===== src/rtl/trb_pkg.sv =====
package trb_pkg;

    localparam int DEPTH      = 32;
    localparam int STAMP_BITS = 48;
    localparam int ADDR_W     = $clog2(DEPTH);
    localparam int CNT_W      = $clog2(DEPTH + 1);
    localparam int LAG_BITS   = 8;
    localparam int FILL_BITS  = 6;
    localparam int CMP_W      = (CNT_W > LAG_BITS) ? CNT_W : LAG_BITS;

    // input item bit positions inside tdata
    localparam int IN_STAMP_LO = 2;
    localparam int IN_FDEL     = IN_STAMP_LO + STAMP_BITS;
    localparam int IN_LVALID   = IN_FDEL + 1;
    localparam int IN_LAG_LO   = IN_LVALID + 1;
    localparam int IN_BITS     = IN_LAG_LO + LAG_BITS;
    localparam int IN_TDATA_W  = ((IN_BITS + 7) / 8) * 8;

    // result item bit positions inside tdata
    localparam int OUT_STAMP_LO = 1;
    localparam int OUT_FOUND    = OUT_STAMP_LO + STAMP_BITS;
    localparam int OUT_OVF      = OUT_FOUND + 1;
    localparam int OUT_FILL_LO  = OUT_OVF + 1;
    localparam int OUT_BITS     = OUT_FILL_LO + FILL_BITS;
    localparam int OUT_TDATA_W  = ((OUT_BITS + 7) / 8) * 8;

    typedef struct packed {
        logic                  resync;
        logic                  stamp_valid;
        logic [STAMP_BITS-1:0] stamp;
        logic                  frame_delivered;
        logic                  lag_valid;
        logic [LAG_BITS-1:0]   decoder_lag;
    } in_item_t;

    typedef struct packed {
        logic                  frame_out;
        logic [STAMP_BITS-1:0] frame_stamp;
        logic                  stamp_found;
        logic                  overflow;
        logic [FILL_BITS-1:0]  fill_count;
    } result_t;

    typedef struct packed {
        logic                  we;
        logic [ADDR_W-1:0]     waddr;
        logic [STAMP_BITS-1:0] wdata;
        logic [ADDR_W-1:0]     raddr;
    } ram_req_t;

endpackage


===== src/rtl/trb_ram.sv =====
module trb_ram #(
    parameter int WIDTH = 8,
    parameter int DEPTH = 16
) (
    input  logic                     clk,
    input  logic                     we,
    input  logic [$clog2(DEPTH)-1:0] waddr,
    input  logic [WIDTH-1:0]         wdata,
    input  logic [$clog2(DEPTH)-1:0] raddr,
    output logic [WIDTH-1:0]         rdata
);

    logic [WIDTH-1:0] mem [DEPTH];

    always_ff @(posedge clk)
    begin
        if (we)
        begin
            mem[waddr] <= wdata;
        end
        rdata <= mem[raddr];
    end

endmodule


===== src/rtl/trb_engine.sv =====
module trb_engine (
    input  logic                             clk,
    input  logic                             rst_n,
    input  logic                             in_valid,
    output logic                             in_ready,
    input  trb_pkg::in_item_t                in_item,
    input  logic                             cfg_we,
    input  logic                             cfg_wdata,
    output trb_pkg::ram_req_t                ram_req,
    input  logic [trb_pkg::STAMP_BITS-1:0]   ram_rdata,
    input  logic                             res_ready,
    output logic                             res_load,
    output trb_pkg::result_t                 res
);

    localparam logic [2:0] S_IDLE     = 3'd0;
    localparam logic [2:0] S_INS_CMP  = 3'd1;
    localparam logic [2:0] S_INS_PUT  = 3'd2;
    localparam logic [2:0] S_POP_RD   = 3'd3;
    localparam logic [2:0] S_POP_DATA = 3'd4;
    localparam logic [2:0] S_FIN      = 3'd5;

    logic [2:0]                         state_reg, state_next;
    logic [trb_pkg::CNT_W-1:0]          count_reg, count_next;
    logic [trb_pkg::ADDR_W-1:0]         idx_reg, idx_next;
    logic                               enable_reg;
    logic [trb_pkg::STAMP_BITS-1:0]     stamp_reg, stamp_next;
    logic                               fdel_reg, fdel_next;
    logic                               lvalid_reg, lvalid_next;
    logic [trb_pkg::LAG_BITS-1:0]       lag_reg, lag_next;
    logic                               ovf_reg, ovf_next;
    logic                               found_reg, found_next;
    logic [trb_pkg::STAMP_BITS-1:0]     fstamp_reg, fstamp_next;

    logic [trb_pkg::CNT_W-1:0]          cnt_eff;
    logic [trb_pkg::CNT_W-1:0]          cnt_eff_m1;
    logic [trb_pkg::CNT_W-1:0]          count_m1;
    logic [trb_pkg::CNT_W-1:0]          count_trim;

    assign cnt_eff    = in_item.resync ? '0 : count_reg;
    assign cnt_eff_m1 = cnt_eff - trb_pkg::CNT_W'(1);
    assign count_m1   = count_reg - trb_pkg::CNT_W'(1);

    // cut to the decoder lag when it is valid and not above the count
    always_comb
    begin
        count_trim = count_reg;
        if (lvalid_reg &&
            (trb_pkg::CMP_W'(lag_reg) <= trb_pkg::CMP_W'(count_reg)))
        begin
            count_trim = trb_pkg::CNT_W'(lag_reg);
        end
    end

    always_comb
    begin
        state_next    = state_reg;
        count_next    = count_reg;
        idx_next      = idx_reg;
        stamp_next    = stamp_reg;
        fdel_next     = fdel_reg;
        lvalid_next   = lvalid_reg;
        lag_next      = lag_reg;
        ovf_next      = ovf_reg;
        found_next    = found_reg;
        fstamp_next   = fstamp_reg;
        ram_req.we    = 1'b0;
        ram_req.waddr = idx_reg;
        ram_req.wdata = stamp_reg;
        ram_req.raddr = idx_reg;
        in_ready      = 1'b0;
        res_load      = 1'b0;

        case (state_reg)
            S_IDLE:
            begin
                in_ready = 1'b1;
                if (in_valid)
                begin
                    stamp_next  = in_item.stamp;
                    fdel_next   = in_item.frame_delivered;
                    lvalid_next = in_item.lag_valid;
                    lag_next    = in_item.decoder_lag;
                    ovf_next    = 1'b0;
                    found_next  = 1'b0;
                    fstamp_next = '0;
                    count_next  = cnt_eff;
                    state_next  = S_POP_RD;
                    if (enable_reg && in_item.stamp_valid)
                    begin
                        if (cnt_eff >= trb_pkg::CNT_W'(trb_pkg::DEPTH))
                        begin
                            ovf_next = 1'b1;
                        end
                        else if (cnt_eff == '0)
                        begin
                            idx_next   = '0;
                            state_next = S_INS_PUT;
                        end
                        else
                        begin
                            ram_req.raddr = cnt_eff_m1[trb_pkg::ADDR_W-1:0];
                            idx_next      = cnt_eff_m1[trb_pkg::ADDR_W-1:0];
                            state_next    = S_INS_CMP;
                        end
                    end
                end
            end

            // walk down from the tail, shifting smaller entries up by one
            S_INS_CMP:
            begin
                ram_req.we    = 1'b1;
                ram_req.waddr = idx_reg + trb_pkg::ADDR_W'(1);
                if ($signed(ram_rdata) < $signed(stamp_reg))
                begin
                    ram_req.wdata = ram_rdata;
                    if (idx_reg == '0)
                    begin
                        state_next = S_INS_PUT;
                    end
                    else
                    begin
                        ram_req.raddr = idx_reg - trb_pkg::ADDR_W'(1);
                        idx_next      = idx_reg - trb_pkg::ADDR_W'(1);
                    end
                end
                else
                begin
                    // equal or larger entry: new stamp goes just after it
                    ram_req.wdata = stamp_reg;
                    count_next    = count_reg + trb_pkg::CNT_W'(1);
                    state_next    = S_POP_RD;
                end
            end

            S_INS_PUT:
            begin
                ram_req.we    = 1'b1;
                ram_req.waddr = idx_reg;
                ram_req.wdata = stamp_reg;
                count_next    = count_reg + trb_pkg::CNT_W'(1);
                state_next    = S_POP_RD;
            end

            S_POP_RD:
            begin
                state_next = S_FIN;
                if (enable_reg && fdel_reg)
                begin
                    if (count_reg != '0)
                    begin
                        ram_req.raddr = count_m1[trb_pkg::ADDR_W-1:0];
                        count_next    = count_m1;
                        state_next    = S_POP_DATA;
                    end
                    else
                    begin
                        count_next = count_trim;
                    end
                end
            end

            S_POP_DATA:
            begin
                fstamp_next = ram_rdata;
                found_next  = 1'b1;
                count_next  = count_trim;
                state_next  = S_FIN;
            end

            S_FIN:
            begin
                if (res_ready)
                begin
                    res_load   = 1'b1;
                    state_next = S_IDLE;
                end
            end

            default:
            begin
                state_next = S_IDLE;
            end
        endcase
    end

    assign res.frame_out   = fdel_reg;
    assign res.frame_stamp = fstamp_reg;
    assign res.stamp_found = found_reg;
    assign res.overflow    = ovf_reg;
    assign res.fill_count  = trb_pkg::FILL_BITS'(count_reg);

    always_ff @(posedge clk or negedge rst_n)
    begin
        if (!rst_n)
        begin
            state_reg  <= S_IDLE;
            count_reg  <= '0;
            enable_reg <= 1'b0;
        end
        else
        begin
            state_reg <= state_next;
            count_reg <= count_next;
            if (cfg_we)
            begin
                enable_reg <= cfg_wdata;
            end
        end
    end

    always_ff @(posedge clk)
    begin
        idx_reg    <= idx_next;
        stamp_reg  <= stamp_next;
        fdel_reg   <= fdel_next;
        lvalid_reg <= lvalid_next;
        lag_reg    <= lag_next;
        ovf_reg    <= ovf_next;
        found_reg  <= found_next;
        fstamp_reg <= fstamp_next;
    end

endmodule


===== src/rtl/trb_out.sv =====
module trb_out (
    input  logic                              clk,
    input  logic                              rst_n,
    input  logic                              load,
    input  trb_pkg::result_t                  res,
    output logic                              can_load,
    output logic                              m_valid,
    input  logic                              m_ready,
    output logic [trb_pkg::OUT_TDATA_W-1:0]   m_data
);

    logic             valid_reg, valid_next;
    trb_pkg::result_t res_reg;

    assign can_load = !valid_reg || m_ready;

    always_comb
    begin
        valid_next = valid_reg;
        if (load)
        begin
            valid_next = 1'b1;
        end
        else if (m_ready)
        begin
            valid_next = 1'b0;
        end
    end

    assign m_valid = valid_reg;
    assign m_data  = {{(trb_pkg::OUT_TDATA_W - trb_pkg::OUT_BITS){1'b0}},
                      res_reg.fill_count, res_reg.overflow, res_reg.stamp_found,
                      res_reg.frame_stamp, res_reg.frame_out};

    always_ff @(posedge clk or negedge rst_n)
    begin
        if (!rst_n)
        begin
            valid_reg <= 1'b0;
        end
        else
        begin
            valid_reg <= valid_next;
        end
    end

    always_ff @(posedge clk)
    begin
        if (load)
        begin
            res_reg <= res;
        end
    end

endmodule


===== src/rtl/timestamp_reorder_buffer_unit.sv =====
// Timestamp reorder buffer: keeps packet timestamps sorted (largest first) in a
// 32-entry memory and hands the smallest one to each delivered frame.
// Input channel s_axis_*: one item per decoded packet; an item with resync set
// empties the buffer first, a valid stamp is inserted after any equal entries,
// and a delivered frame pops the smallest stamp, then the count is cut to the
// decoder lag when that lag is valid and not above the count.
// Output channel m_axis_*: exactly one result item per input item.
// Config: cfg_we/cfg_wdata write reorder_enable (reset 0); while it is 0 the
// buffer is left alone except for resync.
// Steps per item: accept, then any insertion (walking down from the tail,
// shifting each smaller entry up, until the new stamp is written), then the
// pop read and its data when a frame pops a stamp, then the result hand-off.
// The insertion walk runs over the store's read/write ports; one item is in
// work at a time and s_axis_tready is high only when idle.
// The result sits in an output register, so the next item is taken while
// a result still waits; if m_axis_tready stays low the engine holds its next
// result and stops taking items. Reset empties the buffer (count to zero) and
// clears reorder_enable; memory contents are not cleared.
module timestamp_reorder_buffer_unit (
    input  logic                              clk,
    input  logic                              rst_n,
    input  logic                              s_axis_tvalid,
    output logic                              s_axis_tready,
    // [0] resync, [1] stamp_valid, [49:2] stamp, [50] frame_delivered,
    // [51] lag_valid, [59:52] decoder_lag, rest zero
    input  logic [trb_pkg::IN_TDATA_W-1:0]    s_axis_tdata,
    output logic                              m_axis_tvalid,
    input  logic                              m_axis_tready,
    // [0] frame_out, [48:1] frame_stamp, [49] stamp_found, [50] overflow,
    // [56:51] fill_count, rest zero
    output logic [trb_pkg::OUT_TDATA_W-1:0]   m_axis_tdata,
    input  logic                              cfg_we,
    input  logic                              cfg_wdata
);

    trb_pkg::in_item_t                in_item;
    trb_pkg::ram_req_t                ram_req;
    logic [trb_pkg::STAMP_BITS-1:0]   ram_rdata;
    trb_pkg::result_t                 res;
    logic                             res_load;
    logic                             res_ready;

    assign in_item.resync          = s_axis_tdata[0];
    assign in_item.stamp_valid     = s_axis_tdata[1];
    assign in_item.stamp           =
        s_axis_tdata[trb_pkg::IN_STAMP_LO +: trb_pkg::STAMP_BITS];
    assign in_item.frame_delivered = s_axis_tdata[trb_pkg::IN_FDEL];
    assign in_item.lag_valid       = s_axis_tdata[trb_pkg::IN_LVALID];
    assign in_item.decoder_lag     =
        s_axis_tdata[trb_pkg::IN_LAG_LO +: trb_pkg::LAG_BITS];

    // sorted stamp store, one write and one registered read per cycle
    trb_ram #(
        .WIDTH (trb_pkg::STAMP_BITS),
        .DEPTH (trb_pkg::DEPTH)
    ) u_store (
        .clk   (clk),
        .we    (ram_req.we),
        .waddr (ram_req.waddr),
        .wdata (ram_req.wdata),
        .raddr (ram_req.raddr),
        .rdata (ram_rdata)
    );

    trb_engine u_engine (
        .clk       (clk),
        .rst_n     (rst_n),
        .in_valid  (s_axis_tvalid),
        .in_ready  (s_axis_tready),
        .in_item   (in_item),
        .cfg_we    (cfg_we),
        .cfg_wdata (cfg_wdata),
        .ram_req   (ram_req),
        .ram_rdata (ram_rdata),
        .res_ready (res_ready),
        .res_load  (res_load),
        .res       (res)
    );

    trb_out u_out (
        .clk      (clk),
        .rst_n    (rst_n),
        .load     (res_load),
        .res      (res),
        .can_load (res_ready),
        .m_valid  (m_axis_tvalid),
        .m_ready  (m_axis_tready),
        .m_data   (m_axis_tdata)
    );

endmodule


===== config.mk =====
export PLATFORM = sky130hd
export DESIGN_NAME = timestamp_reorder_buffer_unit
export DESIGN_NICKNAME = d
export VERILOG_FILES = /design/src/rtl/trb_pkg.sv /design/src/rtl/trb_ram.sv /design/src/rtl/trb_engine.sv /design/src/rtl/trb_out.sv /design/src/rtl/timestamp_reorder_buffer_unit.sv
export SDC_FILE = /design/constraint.sdc
export NUM_CORES = 2
export LEC_CHECK = 0
export ABC_AREA = 1
export BUFFER_PORTS_ARGS = -buffer_cell sky130_fd_sc_hd__buf_2
export CELL_PAD_IN_SITES_DETAIL_PLACEMENT = 1
export CELL_PAD_IN_SITES_GLOBAL_PLACEMENT = 1
export CORE_ASPECT_RATIO = 1.25
export CORE_UTILIZATION = 30
export CTS_CLUSTER_SIZE = 28
export DETAILED_ROUTE_END_ITERATION = 16
export PLACE_DENSITY_LB_ADDON = 0.1
export REMOVE_ABC_BUFFERS = 1
export SYNTH_ARGS = -nofsm -noshare
export SYNTH_HDL_FRONTEND = slang
export SYNTH_SLANG_ARGS = --single-unit

===== constraint.sdc =====
create_clock -name clk -period 4.7 [get_ports clk]
set_input_delay 0.94 -clock clk [delete_from_list [all_inputs] [get_ports clk]]
set_output_delay 0.94 -clock clk [all_outputs]
set_load 0.01 [all_outputs]

Word level (Yosys, flattened, before mapping):

Memory sizes are Yosys's and may differ from the RTL's. A register that Yosys moved wholly into a read port is not among the register bits.
Index checks and enable logic that the tools add are counted.

* $lt $le $gt $ge: 3
* multiplexer cells: 45
* equal/unequal tests: 12
* reductions and logical operators: 18
* div/mod/pow operators: 0
* shift operators: 0
* $mul: 0
* bitwise operators: 0
* $add $sub $neg: 5

Operators with widths (number)
* 54-bit one-hot mux with 2 select lines: 1
* 48-bit 2-to-1 mux: 2
* 48-bit one-hot mux with 2 select lines: 1
* 5-bit 2-to-1 mux: 12
* 48-bit < comparator: 1
* 6-bit 2-to-1 mux: 6
* 6-bit one-hot mux with 5 select lines: 1
* 3-bit 2-to-1 mux: 7
* 3-bit one-hot mux with 6 select lines: 1
* 5-bit one-hot mux with 3 select lines: 1
* 1-bit 2-to-1 mux: 10
* 5-bit one-hot mux with 2 select lines: 1
* 5-bit by 1-bit subtractor with 5-bit output, second input constant: 2
* 8-bit by 6-bit less-or-equal comparator with 1-bit output: 1
* 2-bit != test, second input constant: 4
* 4-bit AND reduction: 2
* 6-bit by 1-bit adder with 6-bit output, second input constant: 1
* 3-bit by 2-bit equality test with 1-bit output, second input constant: 2
* 3-bit equality test, second input constant: 2
* 6-bit greater-or-equal comparator, second input constant: 1
* 6-bit zero test: 1
* 2-bit nonzero test: 3
* 6-bit nonzero test: 1
* 6-bit by 1-bit subtractor with 6-bit output, second input constant: 1
* other kinds (14): 18

* flip-flop bits (word level): 181
* bits in latches: 0
* RAM bits: 1536
* input port bits: 70
* logic and storage cells: 101
* output and inout port bits: 66
* memory bits (read-only): 0
* memories: 1

Memories
* u_store.mem: words 32, width 48, rd ports 1, clocked after memory_dff 1, write ports 1, RTL line trb_ram.sv:13 `logic [WIDTH-1:0] mem [DEPTH];`

Longest topological paths before layout:

* depth in word-level cells: 7
* gate-level depth with buffers: 26

Hierarchy:

A second synthesis with hierarchy kept.

* cell total of the unflattened synthesis: 6231
* area total of the unflattened synthesis: 72320.6 sq um

Modules (own cells, without submodules)
* trb_ram: sequential area each 47085.2 sq um, instances 1, cells each 5279, area an instance 62969.1 sq um
* trb_engine: sequential area each 3643.5 sq um, instances 1, cells each 882, area an instance 7538.5 sq um
* trb_out: sequential area each 1736.7 sq um, instances 1, cells each 70, area an instance 1813.0 sq um

Least setup slack after synthesis:

Ideal clock, no wire load.

* path kind: reg-to-reg
* from: reg u_engine.state_reg[1]
* to: reg u_engine.found_reg, enable pin
* data arrival time: 4703 ps
* setup time: 403 ps
* setup slack: -406 ps
* stages on the path, launching flop included: 8
* path through: dfrtp_1 -> nor2_1 -> inv_1 -> nor2_1 -> inv_1 -> nor2_1 -> nor2_1 -> inv_1

* cells in the longest elaborated chain, start to end: 3

Ends and longest elaborated chain
* start: declaration: RTL line trb_engine.sv:23 `logic [2:0] state_reg, state_next;`
* start signal: assignment: RTL line trb_engine.sv:204 `state_reg <= state_next;`
* 3-bit equality test or 3-bit zero test (tied branches): RTL line trb_engine.sv:74 `case (state_reg)`
* 2-bit nonzero test (no line) or 2-bit != test (tied branches)
* 2-bit AND reduction (no line) (*)
* end signal: assignment: RTL line trb_engine.sv:221 `found_reg <= found_next;`
* end: declaration: RTL line trb_engine.sv:32 `logic found_reg, found_next;`

Mark *: on every way between the ends. The rest lies on a longest branch, timed or not.
A chain may end at the register's enable or synchronous reset.

Worst setup path after layout:

* from: reg u_engine.stamp_reg[27] (netlist name)
* to: reg u_store.rdata[39], read port of u_store.mem

* cells in the longest elaborated chain, start to end: 3

Ends and longest elaborated chain
* start: declaration: RTL line trb_engine.sv:27 `logic [trb_pkg::STAMP_BITS-1:0] stamp_reg, stamp_next;`
* start signal: assignment: RTL line trb_engine.sv:216 `stamp_reg <= stamp_next;`
* 48-bit < comparator: RTL line trb_engine.sv:115 `if ($signed(ram_rdata) < $signed(stamp_reg))`
* 5-bit 2-to-1 mux: RTL line trb_engine.sv:115
* 5-bit one-hot mux with 3 select lines: RTL line trb_engine.sv:74
* end: declaration: RTL line trb_ram.sv:10 `output logic [WIDTH-1:0] rdata`

No other way between the ends.

==> flow_summary.toml <==
[yosys]
synthMuxAreaShare_pct = 0.0155
synth-adder-area-share_pct = 1.03
yosys.area.top_type = "edfxtp_1"
synthesis.area_mm2 = 0.0728
synth_top_area_share_pct = 70.4
synth_cell_type_count = 50
synth_xor_area_share_pct = 0.108
yosysMostFrequentCell = "nand3_1"
synth-simple-area-share_pct = 21.5
synth_top_family_by_area = "simple AND/OR/NAND/NOR gates"
synth-edff-count = 1706
synth_common_cells = "nand3_1 (2235), edfxtp_1 (1706), nand2_1 (991)"
synthCells = 5983
synthTopCellsByArea = "edfxtp_1 (70%), nand3_1 (15%), nand2_1 (5.1%), buf_2 (1.7%), dfxtp_1 (1.3%)"
synth_compound_area_share_pct = 1.34
syn_avg_cell_area_um2 = 12.2
ys_warn_count = 0
synth-async-reset-ratio_pct = 0.623
synth_ff_type = "edfxtp_1"
seq_area_frac_synth_pct = 72.1
ys_seq_elements = 1765

[critical_path]
critPathMaxFanout = 8
r2r-start = "u_engine.stamp_reg[27]"
crit_path_end_kind = "flip-flop"
arrival_ns = 5.16
critPathLaunchType = "flip-flop"
critical_path.max_stage_delay_ns = 0.35
crit_path_frequent_cell = "nand3_1"
cp_slowest_cell = "ha_1"
path_cells = "inv_1 > ha_1 > nand2_1 > inv_1 > nand3_1 > nor2_1 > nand3_2 > nor3_1 > nand2_2 > nand2_2 > nand2_1 > nand2_2 > nand3_1 > nand3_4 > nand2_8 > buf_4 > buf_4 > nand2_1 > nand3_1 > nand3_1 > nand3_1 > nand3_1 > nand2_1"
setup.worst_path.class = "reg -> reg"
required_ns = 5.41
r2r_setup_slack_ns = 0.25
rr_endpoint = "u_store.rdata[39]"
rr_worst_depth = 23

[timing]
worst_slack_ns = 0.252
fmax_mhz = 225
rsz0062_at_grt = "false"
finalSetupViolCount = 0
final-hold-violation-count = 0
worst_slew_pin_slew_ns = 1.03
slew_viol_final = 0
slew_headroom_pct = 31.3
fin_crit_ns = 4.45
holdWs_ns = 0.237
fin_crit_sh_pct = 94.6
skew_ns = 0.0501

[route]
ant_nets = 0
wl_met2_um = 137000
num_vias = 50500
drt-vias-per-instance = 5.28
wirelength_um = 282000
post-route-drc-count = 0
first_pass_iters = 6
initialDrtViolationCount = 3888
wl_per_cell_um = 29.5
met3_length_um = 13400
wl_met1_um = 123000
dr.max_layer_used = "met5"

[floorplan]
start_util_pct = 30.3
num_rows = 201
ios = 136
core_mm2 = 0.240
die_y_um = 553
die_w_um = 442
dieArea_mm2 = 0.245

[grt]
grt_max_degree = 115
overflow = 0
antenna_found_initial = 9
track_usage_pct = 22.7
grt_pass1_vias = 51400
grt_pass1_wl_um = 396000

[clock_network]
cts_root_buf = "clkbuf_16"
cts_sinks = 1765
clockBufferDepth = 4
clk_latency_ns = 0.88
cts_htree_levels = 4
clkTransAtPathRegs_ns = 0.06
cts_tree = "yes"
cts_buffers = 202

[placement]
place_hpwl_um = 157000
placed_cell_area_mm2 = 0.0810
pre_cts_ws_ns = 0.0902
gp_congestion = 0.776
portBuffers = 124

[final_layout]
top_register = "u_store.mem"
final_nets = 6391
largest_reg_flops = 1536
drive_gt1_share_pct = 13.9
design_area_mm2 = 0.0875
area_delta_synth_final_pct = 20.2

[worst_hold_path]
min_to = "u_engine.lag_reg[5]"
hp-class = "in -> reg"
min_from = "s_axis_tdata[57]"
min_path_cells = 1

[run_status]
run_status = "finished, final reports clean"

[run]
maxCapViolCount = 0
-- placed cells by master, fill, tap and decap left out, types with 18 or more instances in the layout --
master,n
ha_1,60
dfxtp_1,48
clkbuf_1,57
nor2_1,92
clkbuf_8,18
o21ai_0,36
buf_4,184
o221ai_2,22
buf_2,124
edfxtp_1,1706
clkbuf_16,205
buf_12,199
nor2_4,38
clkinv_2,29
inv_1,148
a21oi_1,39
nand3_1,2233
clkinv_1,35
nand2_1,988
-- timing repair --
action | in CTS | in global routing
gates resized for setup | 0 | 6
hold endpoints to repair | 11 | 0
setup buffers | 0 | 0
setup endpoints to repair | 0 | 48
hold buffers | 1 | 0
-- cell type report --
type                            count  area [um^2]
Sequential cell                  1765        52500
Clock inverter                     81          810
Fill cell                       25300       153000
Antenna cell                        2         5.00
Multi-Input combinational cell   3617        18000
Clock buffer                      280         5590
Inverter                          166          629
Tap cell                         3146         3940
Timing Repair Buffer              509         6020
-- worst max-delay path by stage --
stage	startpoint	slack [ns]	end
2_1_floorplan	u_engine.state_reg[2]	-27.94	u_store.rdata[0]
3_3_place_gp	u_engine.stamp_reg[14]	0.08	u_store.rdata[16]
3_5_place_dp	u_engine.stamp_reg[27]	0.09	u_store.rdata[39]
4_1_cts	u_engine.stamp_reg[14]	0.04	u_store.rdata[35]
5_1_grt	u_engine.stamp_reg[27]	0.01	u_store.rdata[35]
6_report	u_engine.stamp_reg[27]	0.25	u_store.rdata[39]
-- metal layers --
| metal | global-route usage (%) | vias up |
|---|---|---|
| met5 | 0 | - |
| met4 | 7.60 | 4 |
| met3 | 3.01 | 452 |
| met2 | 38.1 | 1275 |
| met1 | 30.1 | 26300 |
| li1 | - | 22500 |
-- cells by family after synthesis --
logic type / Yosys count
fa+ha+maj: 60
other cells: 1
flops: 1765
buf+inv: 607
compound gates: 155
simple gates: 3385
mux: 1
xor+xnor: 9
-- per-stage QoR --
stage	std cells	utilization, %	setup TNS, ns
after global routing	9565	36.4	0
after detailed placement	9202	33.7	0
final	9566	36.4	0
after CTS	9564	36.4	0
after floorplan	5548	-	-2884.61
after global placement	9202	33.7	0
-- critical path, delay by kind of cell, from the launching register on --
family	cells	cell delay, ns
AND/OR/NAND/NOR	18	2.85
buffers and inverters	4	0.73
adder cells (fa/ha/maj)	1	0.35
flip-flops	1	0.33
Power is left out: the tool's default activity adds up to more than one toggle a clock period on the data nets, which glitch-free logic cannot reach.
